## config.mk

```make
export PLATFORM = sky130hd
export DESIGN_NAME = pdf_cell
export DESIGN_NICKNAME = d
export VERILOG_FILES = /design/src/design/proximity_dedup_filter_defines.svh /design/src/design/pdf_pkg.sv /design/src/design/pdf_cell.sv
export SDC_FILE = /design/constraint.sdc
export NUM_CORES = 1
export LEC_CHECK = 0
export BUFFER_PORTS_ARGS = -buffer_cell sky130_fd_sc_hd__clkbuf_2
export CORE_AREA = 4 4 187 189
export CTS_CLUSTER_SIZE = 14
export DETAILED_ROUTE_END_ITERATION = 7
export DIE_AREA = 0 0 191 193
export PLACE_DENSITY = 0.6
export SYNTH_ARGS = -nofsm -noshare
export SYNTH_HDL_FRONTEND = slang
export SYNTH_SLANG_ARGS = --single-unit
export TNS_END_PERCENT = 100
```

## constraint.sdc

```tcl
create_clock -name clk -period 6.9 [get_ports clk]
set_input_delay 0.345 -clock clk [delete_from_list [all_inputs] [get_ports clk]]
set_output_delay 0.345 -clock clk [all_outputs]
set_load 0.05 [all_outputs]
```

## src/design/proximity_dedup_filter_defines.svh

```systemverilog
// proximity_dedup_filter_defines.svh
// assertion macros used by proximity_dedup_filter.sv, no other dependencies
`ifndef PROXIMITY_DEDUP_FILTER_DEFINES_SVH
`define PROXIMITY_DEDUP_FILTER_DEFINES_SVH

// same-cycle implication, sampled on clk, off during reset
`define PDF_ASSERT_IMP(label, ante, cons) \
    label: assert property (@(posedge clk) disable iff (!rst_n) (ante) |-> (cons)) \
        else $error("proximity_dedup_filter: assertion failed");

// next-cycle implication, sampled on clk, off during reset
`define PDF_ASSERT_NEXT(label, ante, cons) \
    label: assert property (@(posedge clk) disable iff (!rst_n) (ante) |=> (cons)) \
        else $error("proximity_dedup_filter: assertion failed");

`endif

```

## src/design/pdf_pkg.sv

```systemverilog
// pdf_pkg.sv
// types and constants of the proximity de-duplication filter, no dependencies
package pdf_pkg;

    localparam int POS_W   = 24;
    localparam int THR_W   = 24;
    localparam int TAG_W   = 16;
    localparam int SLOT_W  = 6;
    localparam int CFG_IDX_W = 2;

    // configuration register indexes
    localparam logic [CFG_IDX_W-1:0] REG_X_THRESHOLD = 2'd0;
    localparam logic [CFG_IDX_W-1:0] REG_Y_THRESHOLD = 2'd1;

    typedef struct packed {
        logic                    frame_start;
        logic signed [POS_W-1:0] pos_x;
        logic signed [POS_W-1:0] pos_y;
        logic [TAG_W-1:0]        obstacle_id;
    } pdf_in_t;

    typedef struct packed {
        logic              kept;
        logic              overflow;
        logic [SLOT_W-1:0] slot;
        logic [TAG_W-1:0]  tag_out;
    } pdf_out_t;

    // request travelling down the cell chain
    typedef struct packed {
        logic                    valid;
        logic                    frame_start;
        logic signed [POS_W-1:0] pos_x;
        logic signed [POS_W-1:0] pos_y;
        logic [TAG_W-1:0]        tag;
        logic                    hit;
        logic                    stored;
        logic [SLOT_W-1:0]       slot;
        logic [SLOT_W-1:0]       idx;
    } pdf_tok_t;

    // exact magnitude of a - b
    function automatic logic [POS_W:0] abs_diff(input logic signed [POS_W-1:0] a,
                                                input logic signed [POS_W-1:0] b);
        logic signed [POS_W:0] d;
        begin
            d = {a[POS_W-1], a} - {b[POS_W-1], b};
            abs_diff = d[POS_W] ? (POS_W+1)'(0) - d : d;
        end
    endfunction

endpackage

```

## src/design/pdf_cell.sv

```systemverilog
// pdf_cell.sv
// one table entry of the filter: compare, store on first free cell, pass request on
// depends on pdf_pkg
module pdf_cell (
    input  logic                        clk,
    input  logic                        rst_n,
    input  logic                        advance,
    input  logic [pdf_pkg::THR_W-1:0]   x_thr,
    input  logic [pdf_pkg::THR_W-1:0]   y_thr,
    input  pdf_pkg::pdf_tok_t           tok_in,
    output pdf_pkg::pdf_tok_t           tok_out
);
    import pdf_pkg::*;

    logic                    occ_reg, occ_next;
    logic signed [POS_W-1:0] x_reg, x_next;
    logic signed [POS_W-1:0] y_reg, y_next;
    pdf_tok_t                tok_reg, tok_next;
    logic [POS_W:0]          dx, dy;
    logic                    occ_now, hit_here, store_here;

    always_comb
    begin
        // a frame start empties the entry before this request looks at it
        occ_now    = occ_reg & ~tok_in.frame_start;
        dx         = abs_diff(x_reg, tok_in.pos_x);
        dy         = abs_diff(y_reg, tok_in.pos_y);
        hit_here   = tok_in.valid & occ_now & (dx < {1'b0, x_thr}) & (dy < {1'b0, y_thr});
        store_here = tok_in.valid & ~tok_in.hit & ~tok_in.stored & ~occ_now;

        occ_next = occ_reg;
        x_next   = x_reg;
        y_next   = y_reg;
        if (tok_in.valid)
        begin
            occ_next = occ_now | store_here;
        end
        if (store_here)
        begin
            x_next = tok_in.pos_x;
            y_next = tok_in.pos_y;
        end

        tok_next        = tok_in;
        tok_next.hit    = tok_in.hit | hit_here;
        tok_next.stored = tok_in.stored | store_here;
        tok_next.slot   = store_here ? tok_in.idx : tok_in.slot;
        tok_next.idx    = tok_in.idx + SLOT_W'(1);
    end

    always_ff @(posedge clk or negedge rst_n)
    begin
        if (!rst_n)
        begin
            occ_reg <= 1'b0;
            tok_reg <= '0;
        end
        else if (advance)
        begin
            occ_reg <= occ_next;
            tok_reg <= tok_next;
        end
    end

    always_ff @(posedge clk)
    begin
        if (advance)
        begin
            x_reg <= x_next;
            y_reg <= y_next;
        end
    end

    assign tok_out = tok_reg;

endmodule
```

After elaboration in Yosys (flattened, before gate mapping)
Index checks and enable logic that the tools add are counted.
{"block": "word_totals", "register_bits": 129, "input_bits": 131, "out_inout_bits": 80}
{"block": "op_classes", "n_addsub": 5, "order_cmp": 2, "muxes": 3, "bitwise_logic": 14, "reduce_logical": 2}
{"cell": "25-bit by 24-bit < comparator with 1-bit output", "count": 2}
{"cell": "25-bit 2-to-1 mux", "count": 2}
{"cell": "1-bit by 25-bit subtractor with 25-bit output (first input constant)", "count": 2}
{"cell": "24-bit by 24-bit subtractor with 25-bit output", "count": 2}
{"cell": "1-bit bitwise AND", "count": 7}
{"cell": "6-bit by 1-bit adder with 6-bit output (second input constant)", "count": 1}
{"cell": "6-bit 2-to-1 mux", "count": 1}
{"cell": "1-bit NOT", "count": 4}
{"cell": "2-bit AND reduction", "count": 2}
{"cell": "1-bit bitwise OR", "count": 3}

Longest topological paths before layout
{"block": "logic_depth", "depth_word": 7, "mapped_depth": 23, "depth_no_buf": 23}

Worst setup path after synthesis
OpenSTA, ideal clock, no wires.
{"block": "synth_timing", "path_kind": "register -> register", "start": "register y_reg[0]", "end": "register tok_reg (netlist bit tok_out[13])", "arrival_ps": 4686, "t_required_ps": 6806, "setup_slack_ps": 2120, "stages_incl_launch_ff": 22, "n_path_buf": 0, "synth_period_minus_slack_ps": 4780, "path_cell_list": "edfxtp_1 -> inv_1 -> ha_1 -> inv_1 -> fa_1 -> a21o_1 -> a311o_1 -> a22o_1 -> or4_1 -> a221oi_1 -> o211ai_1 -> o21a_1 -> xor2_1 -> ha_1 -> a21o_1 -> a21o_1 -> a221o_1 -> a21oi_1 -> o21ai_0 -> nor3_1 -> o41ai_1 -> a211oi_1"}
{"block": "synth_between", "elab_chain_len": 6}
{"item": "from (decl)", "line": "pdf_cell.sv:17", "source": "logic signed [POS_W-1:0] y_reg, y_next;"}
{"item": "from (signal assigned)", "line": "pdf_cell.sv:70", "source": "y_reg <= y_next;"}
{"item": "24-bit by 24-bit subtractor with 25-bit output *", "line": "pdf_pkg.sv:47", "source": "d = {a[POS_W-1], a} - {b[POS_W-1], b};"}
{"item": "1-bit by 25-bit subtractor with 25-bit output", "line": "pdf_pkg.sv:48", "source": "abs_diff = d[POS_W] ? (POS_W+1)'(0) - d : d;"}
{"item": "25-bit 2-to-1 mux *", "line": "pdf_pkg.sv:48"}
{"item": "25-bit by 24-bit < comparator with 1-bit output *", "line": "pdf_cell.sv:28", "source": "hit_here = tok_in.valid & occ_now & (dx < {1'b0, x_thr}) & (dy < {1'b0, y_thr});"}
{"item": "1-bit bitwise AND *", "line": "pdf_cell.sv:28"}
{"item": "1-bit bitwise OR *", "line": "pdf_cell.sv:45", "source": "tok_next.hit = tok_in.hit | hit_here;"}
{"item": "to (signal assigned)", "line": "pdf_cell.sv:61", "source": "tok_reg <= tok_next;"}
{"item": "to (decl)", "line": "pdf_cell.sv:18", "source": "pdf_tok_t tok_reg, tok_next;"}
Mark *: on every way between the ends. The rest lies on a longest branch, timed or not.
A chain may end at the register's enable or synchronous reset.

Final worst setup path
Ends and elaborated chain as after synthesis.

==> impl_metrics.yaml <==
status:
  run_status: "finished, final reports clean"
clock_network:
  clk-insertion-delay-late_ns: 0.43
  root_buffer: "sky130_fd_sc_hd__clkbuf_16"
  ctsResizeCount: 0
  tritoncts_num_sinks: 129
  post_cts.repair.setup_buffers: 0
  cts_tree: "done"
  ctsHoldBuffers: 0
  ctsLongestPathBuffers: 2
  htreeDepth: 4
  clk_pin_slew_ns: 0.06
  cts_inserted_buffers: 17
global_routing:
  via_count_of_the_first_global_routing_pass: 8085
  antenna_violations_before_repair: 2
  groute.layer.met2.usage: 0.252
  gr-usage-met3: 0.0293
  grt_use_total: 0.142
  wire_length_of_the_first_global_routing_pass_um: 41600
  groute.layer.met1.usage: 0.174
  peak_usage_layer_in_the_global_routing_report: "met2"
  grt-ovfl-total: 0
  grt_max_degree: 82
worst_setup_path:
  worst_r2r_startpoint: "y_reg[0]"
  critPathCapture: "tok_out[13]"
  crit_slowest_cell: "sky130_fd_sc_hd__a221oi_1"
  cp_cell_sequence: "inv_1, ha_1, inv_1, fa_1, a21o_1, a311o_1, a221oi_1, nor4_1, a211oi_1, a21boi_1, a31oi_1, xnor2_1, ha_1, a21o_1, a21o_1, a21o_1, a221o_1, a21oi_1, o21ai_0, nor3_1, o41ai_1, a211oi_1"
  r2r_setup_slack_ns: 1.14
  worstRegToRegCells: 22
  startpoint: "y_reg[0]"
  critPathCaptureType: "register"
  cp_num_buf_inv: 2
  path_max_fanout: 17
  cp_data_required_time_ns: 7.23
  critical_path.startpoint_type: "register"
  regToRegEndpoint: "tok_out[13]"
  path_delay_family: "compound AO/OA/AOI/OAI gates"
  arrival_ns: 6.08
  critical_path_cell_count: 22
  cp_common_cell: "sky130_fd_sc_hd__a21o_1"
  criticalPathCategory: "register to register"
  critical-path-max-stage-delay_ns: 0.53
cells_and_area:
  most-common-layout-cells: "208 x sky130_fd_sc_hd__clkbuf_2, 105 x sky130_fd_sc_hd__inv_1, 97 x sky130_fd_sc_hd__ha_1"
  largest_reg_flops: 80
  drive_gt1_frac: 0.262
  layout-area-overhead-vs-synth_pct: 20.7
  num-fill-cells: 3463
  mostFrequentLayoutCell: "sky130_fd_sc_hd__clkbuf_2"
  layout.nets: 1453
synthesis:
  ys_dominant_reg_cell: "sky130_fd_sc_hd__dfrtp_1"
  synth_compound_gate_area_share: 0.187
  ys_seq_area_frac: 0.351
  yosys.area_share.adder: 0.127
  synth.cell_area_mm2: 0.00988
  postSynthCellCount: 1027
  post_synth_mux_area_share: 0.0853
  synth_simple_gate_area_share: 0.126
  async_reset_ff_frac: 0.628
  syn_nets: 1257
  number_of_synthesis_warnings: 0
  synth_edf_count: 48
  combinational_family_with_the_most_area_after_synthesis: "compound AO/OA/AOI/OAI gates"
  post_synth.cell_area_avg_um2: 9.62
  synth_xor_xnor_area_share: 0.0689
  netlist-cell-type-count: 77
  ys_ff_latch: 129
timing:
  clock-skew-final_ns: 0.00823
  post-route-period-util: 0.835
  slew_margin_rel: 0.222
  setup_viol: 0
  final_period_minus_worst_setup_slack_ns: 5.76
  max_freq_mhz: 174
  finalHoldViolCount: 0
  worst_slack_ns: 1.14
  sum_neg_setup_slack_ns: 0
  report.final.slew_viol_count: 0
  rsz0062_at_grt: "no"
  tightestPinTransition_ns: 1.16
power:
  total_switching_power_uw: 902
  switching_share: 0.352
  seq_power_share: 0.342
  comb_power_share: 0.331
  ir_worst_vdd_uv: 191
  internal_power_uw: 1660
  power.density_mw_per_mm2: 215
  p_clk_frac: 0.327
  p_leak_uw: 0.00549
drt:
  routed_wirelength_um: 26400
  drt-wirelength-per-cell_um: 15.7
  via_count: 8292
  via_per_inst: 4.92
  antenna_violating_nets_post_route: 0
  first_pass_iters: 5
  drtIter0Drc: 337
  drt_drc_violations_left: 0
die:
  design.die.area_mm2: 0.0369
  die_w_um: 191
  placementRows: 67
  chipHeight_um: 193
  fp.coreArea_mm2: 0.0333
  io_pins: 211
  initial_standard_cell_utilization_of_the_core: 0.297
hold_path:
  holdCritPathClass: "input pin to async pin"
placed_design:
  number_of_buffers_inserted_by_port_buffering: 210
  dp_worst_slack_ns: 1.13
  dpl.hpwl_um: 21300
  routabilityCongestion: 0.869
run:
  number_of_maximum_capacitance_violations: 0
[worst register-to-register path: stages, from the launching register on]
cell                       delay, ns
sky130_fd_sc_hd__edfxtp_1       0.35
sky130_fd_sc_hd__inv_1          0.06
sky130_fd_sc_hd__ha_1           0.16
sky130_fd_sc_hd__inv_1          0.06
sky130_fd_sc_hd__fa_1           0.40
sky130_fd_sc_hd__a21o_1         0.22
sky130_fd_sc_hd__a311o_1        0.44
sky130_fd_sc_hd__a221oi_1       0.53
sky130_fd_sc_hd__nor4_1         0.14
sky130_fd_sc_hd__a211oi_1       0.31
sky130_fd_sc_hd__a21boi_1       0.38
sky130_fd_sc_hd__a31oi_1        0.31
sky130_fd_sc_hd__xnor2_1        0.15
sky130_fd_sc_hd__ha_1           0.26
sky130_fd_sc_hd__a21o_1         0.16
sky130_fd_sc_hd__a21o_1         0.18
sky130_fd_sc_hd__a21o_1         0.18
sky130_fd_sc_hd__a221o_1        0.28
sky130_fd_sc_hd__a21oi_1        0.15
sky130_fd_sc_hd__o21ai_0        0.10
sky130_fd_sc_hd__nor3_1         0.40
sky130_fd_sc_hd__o41ai_1        0.16
sky130_fd_sc_hd__a211oi_1       0.27
[layout make-up]
| class | instances | area [µm²] | area share |
|---|---|---|---|
| Antenna cell | 2 | 5.00 | 0.000420 |
| Inverter | 105 | 394 | 0.0330 |
| Clock inverter | 11 | 91.3 | 0.00766 |
| Sequential cell | 129 | 3470 | 0.291 |
| Multi-Input combinational cell | 757 | 5880 | 0.493 |
| Tap cell | 448 | 561 | 0.0470 |
| Timing Repair Buffer | 213 | 1080 | 0.0904 |
| Clock buffer | 21 | 450 | 0.0378 |
[routing by layer]
metal  wire length [µm]  up-vias  share of wire
li1                   -     4151              -
met4                437        0          0.017
met2              13600      133           0.51
met3                817       25          0.031
met1              11600     3983           0.44
met5                  0        -              0
[power by group through the flow]
stage | Sequential [µW] | Clock, µW | Combinational (µW)
3_3_place_gp | 891 | 0 | 840
3_5_place_dp | 892 | 0 | 857
5_1_grt | 885 | 909 | 940
6_report | 878 | 839 | 850
4_1_cts | 879 | 876 | 859
2_1_floorplan | 1060 | 0 | 457
[Yosys cell counts, types with 7 or more instances]
library cell                instances  area [µm²]
sky130_fd_sc_hd__a211oi_1          15         113
sky130_fd_sc_hd__a21o_1            30         225
sky130_fd_sc_hd__a21oi_1           66         330
sky130_fd_sc_hd__a31oi_1           10        62.6
sky130_fd_sc_hd__and2_1             8        50.1
sky130_fd_sc_hd__and3_1             9        56.3
sky130_fd_sc_hd__clkbuf_1          33         124
sky130_fd_sc_hd__dfrtp_1           81        2030
sky130_fd_sc_hd__edfxtp_1          48        1440
sky130_fd_sc_hd__ha_1              97        1210
sky130_fd_sc_hd__inv_1            105         394
sky130_fd_sc_hd__mux2_2            66         743
sky130_fd_sc_hd__mux2i_1           10         100
sky130_fd_sc_hd__nand2_1           49         184
sky130_fd_sc_hd__nand3_1           15        75.1
sky130_fd_sc_hd__nand4_1           12        75.1
sky130_fd_sc_hd__nor2_1            57         214
sky130_fd_sc_hd__nor2b_1           14        87.6
sky130_fd_sc_hd__nor3_1            21         105
sky130_fd_sc_hd__nor4_1             7        43.8
sky130_fd_sc_hd__o2111ai_1          7        61.3
sky130_fd_sc_hd__o21a_1            15         113
sky130_fd_sc_hd__o21ai_0           35         175
sky130_fd_sc_hd__o21ai_1           10        50.1
sky130_fd_sc_hd__o31ai_1           12        90.1
sky130_fd_sc_hd__or3_1              9        56.3
sky130_fd_sc_hd__xnor2_1           52         455
sky130_fd_sc_hd__xor2_1            22         193
[worst min-delay path by stage]
stage | from | endpoint | slack, ns | cells past startpoint
floorplan | rst_n | occ_reg | 0.05 | 0
global placement | occ_reg | occ_reg | 0.46 | 2
detailed placement | occ_reg | occ_reg | 0.48 | 2
CTS | tok_in[12] | occ_reg | 0.09 | 2
global route | tok_in[12] | occ_reg | 0.10 | 2
finish | rst_n | tok_out[49] | 0.12 | 1
[cell families after synthesis]
| group | Yosys count |
|---|---|
| xor+xnor | 76 |
| simple gates | 237 |
| flops | 129 |
| mux | 76 |
| fa+ha+maj | 99 |
| buf+inv | 141 |
| compound gates | 269 |
[per-stage QoR]
stage	hold slack (ns)	utilization	area, µm²	std cells	total power, µW
floorplan	0.0494	-	9880	1027	1520
global placement	0.464	0.342	11400	1652	1730
detailed placement	0.476	0.342	11400	1652	1750
CTS	0.0903	0.358	11900	1684	2610
global route	0.101	0.358	11900	1686	2730
finish	0.123	0.358	11900	1686	2570
No activity file was read; power rests on OpenSTA's default activity.
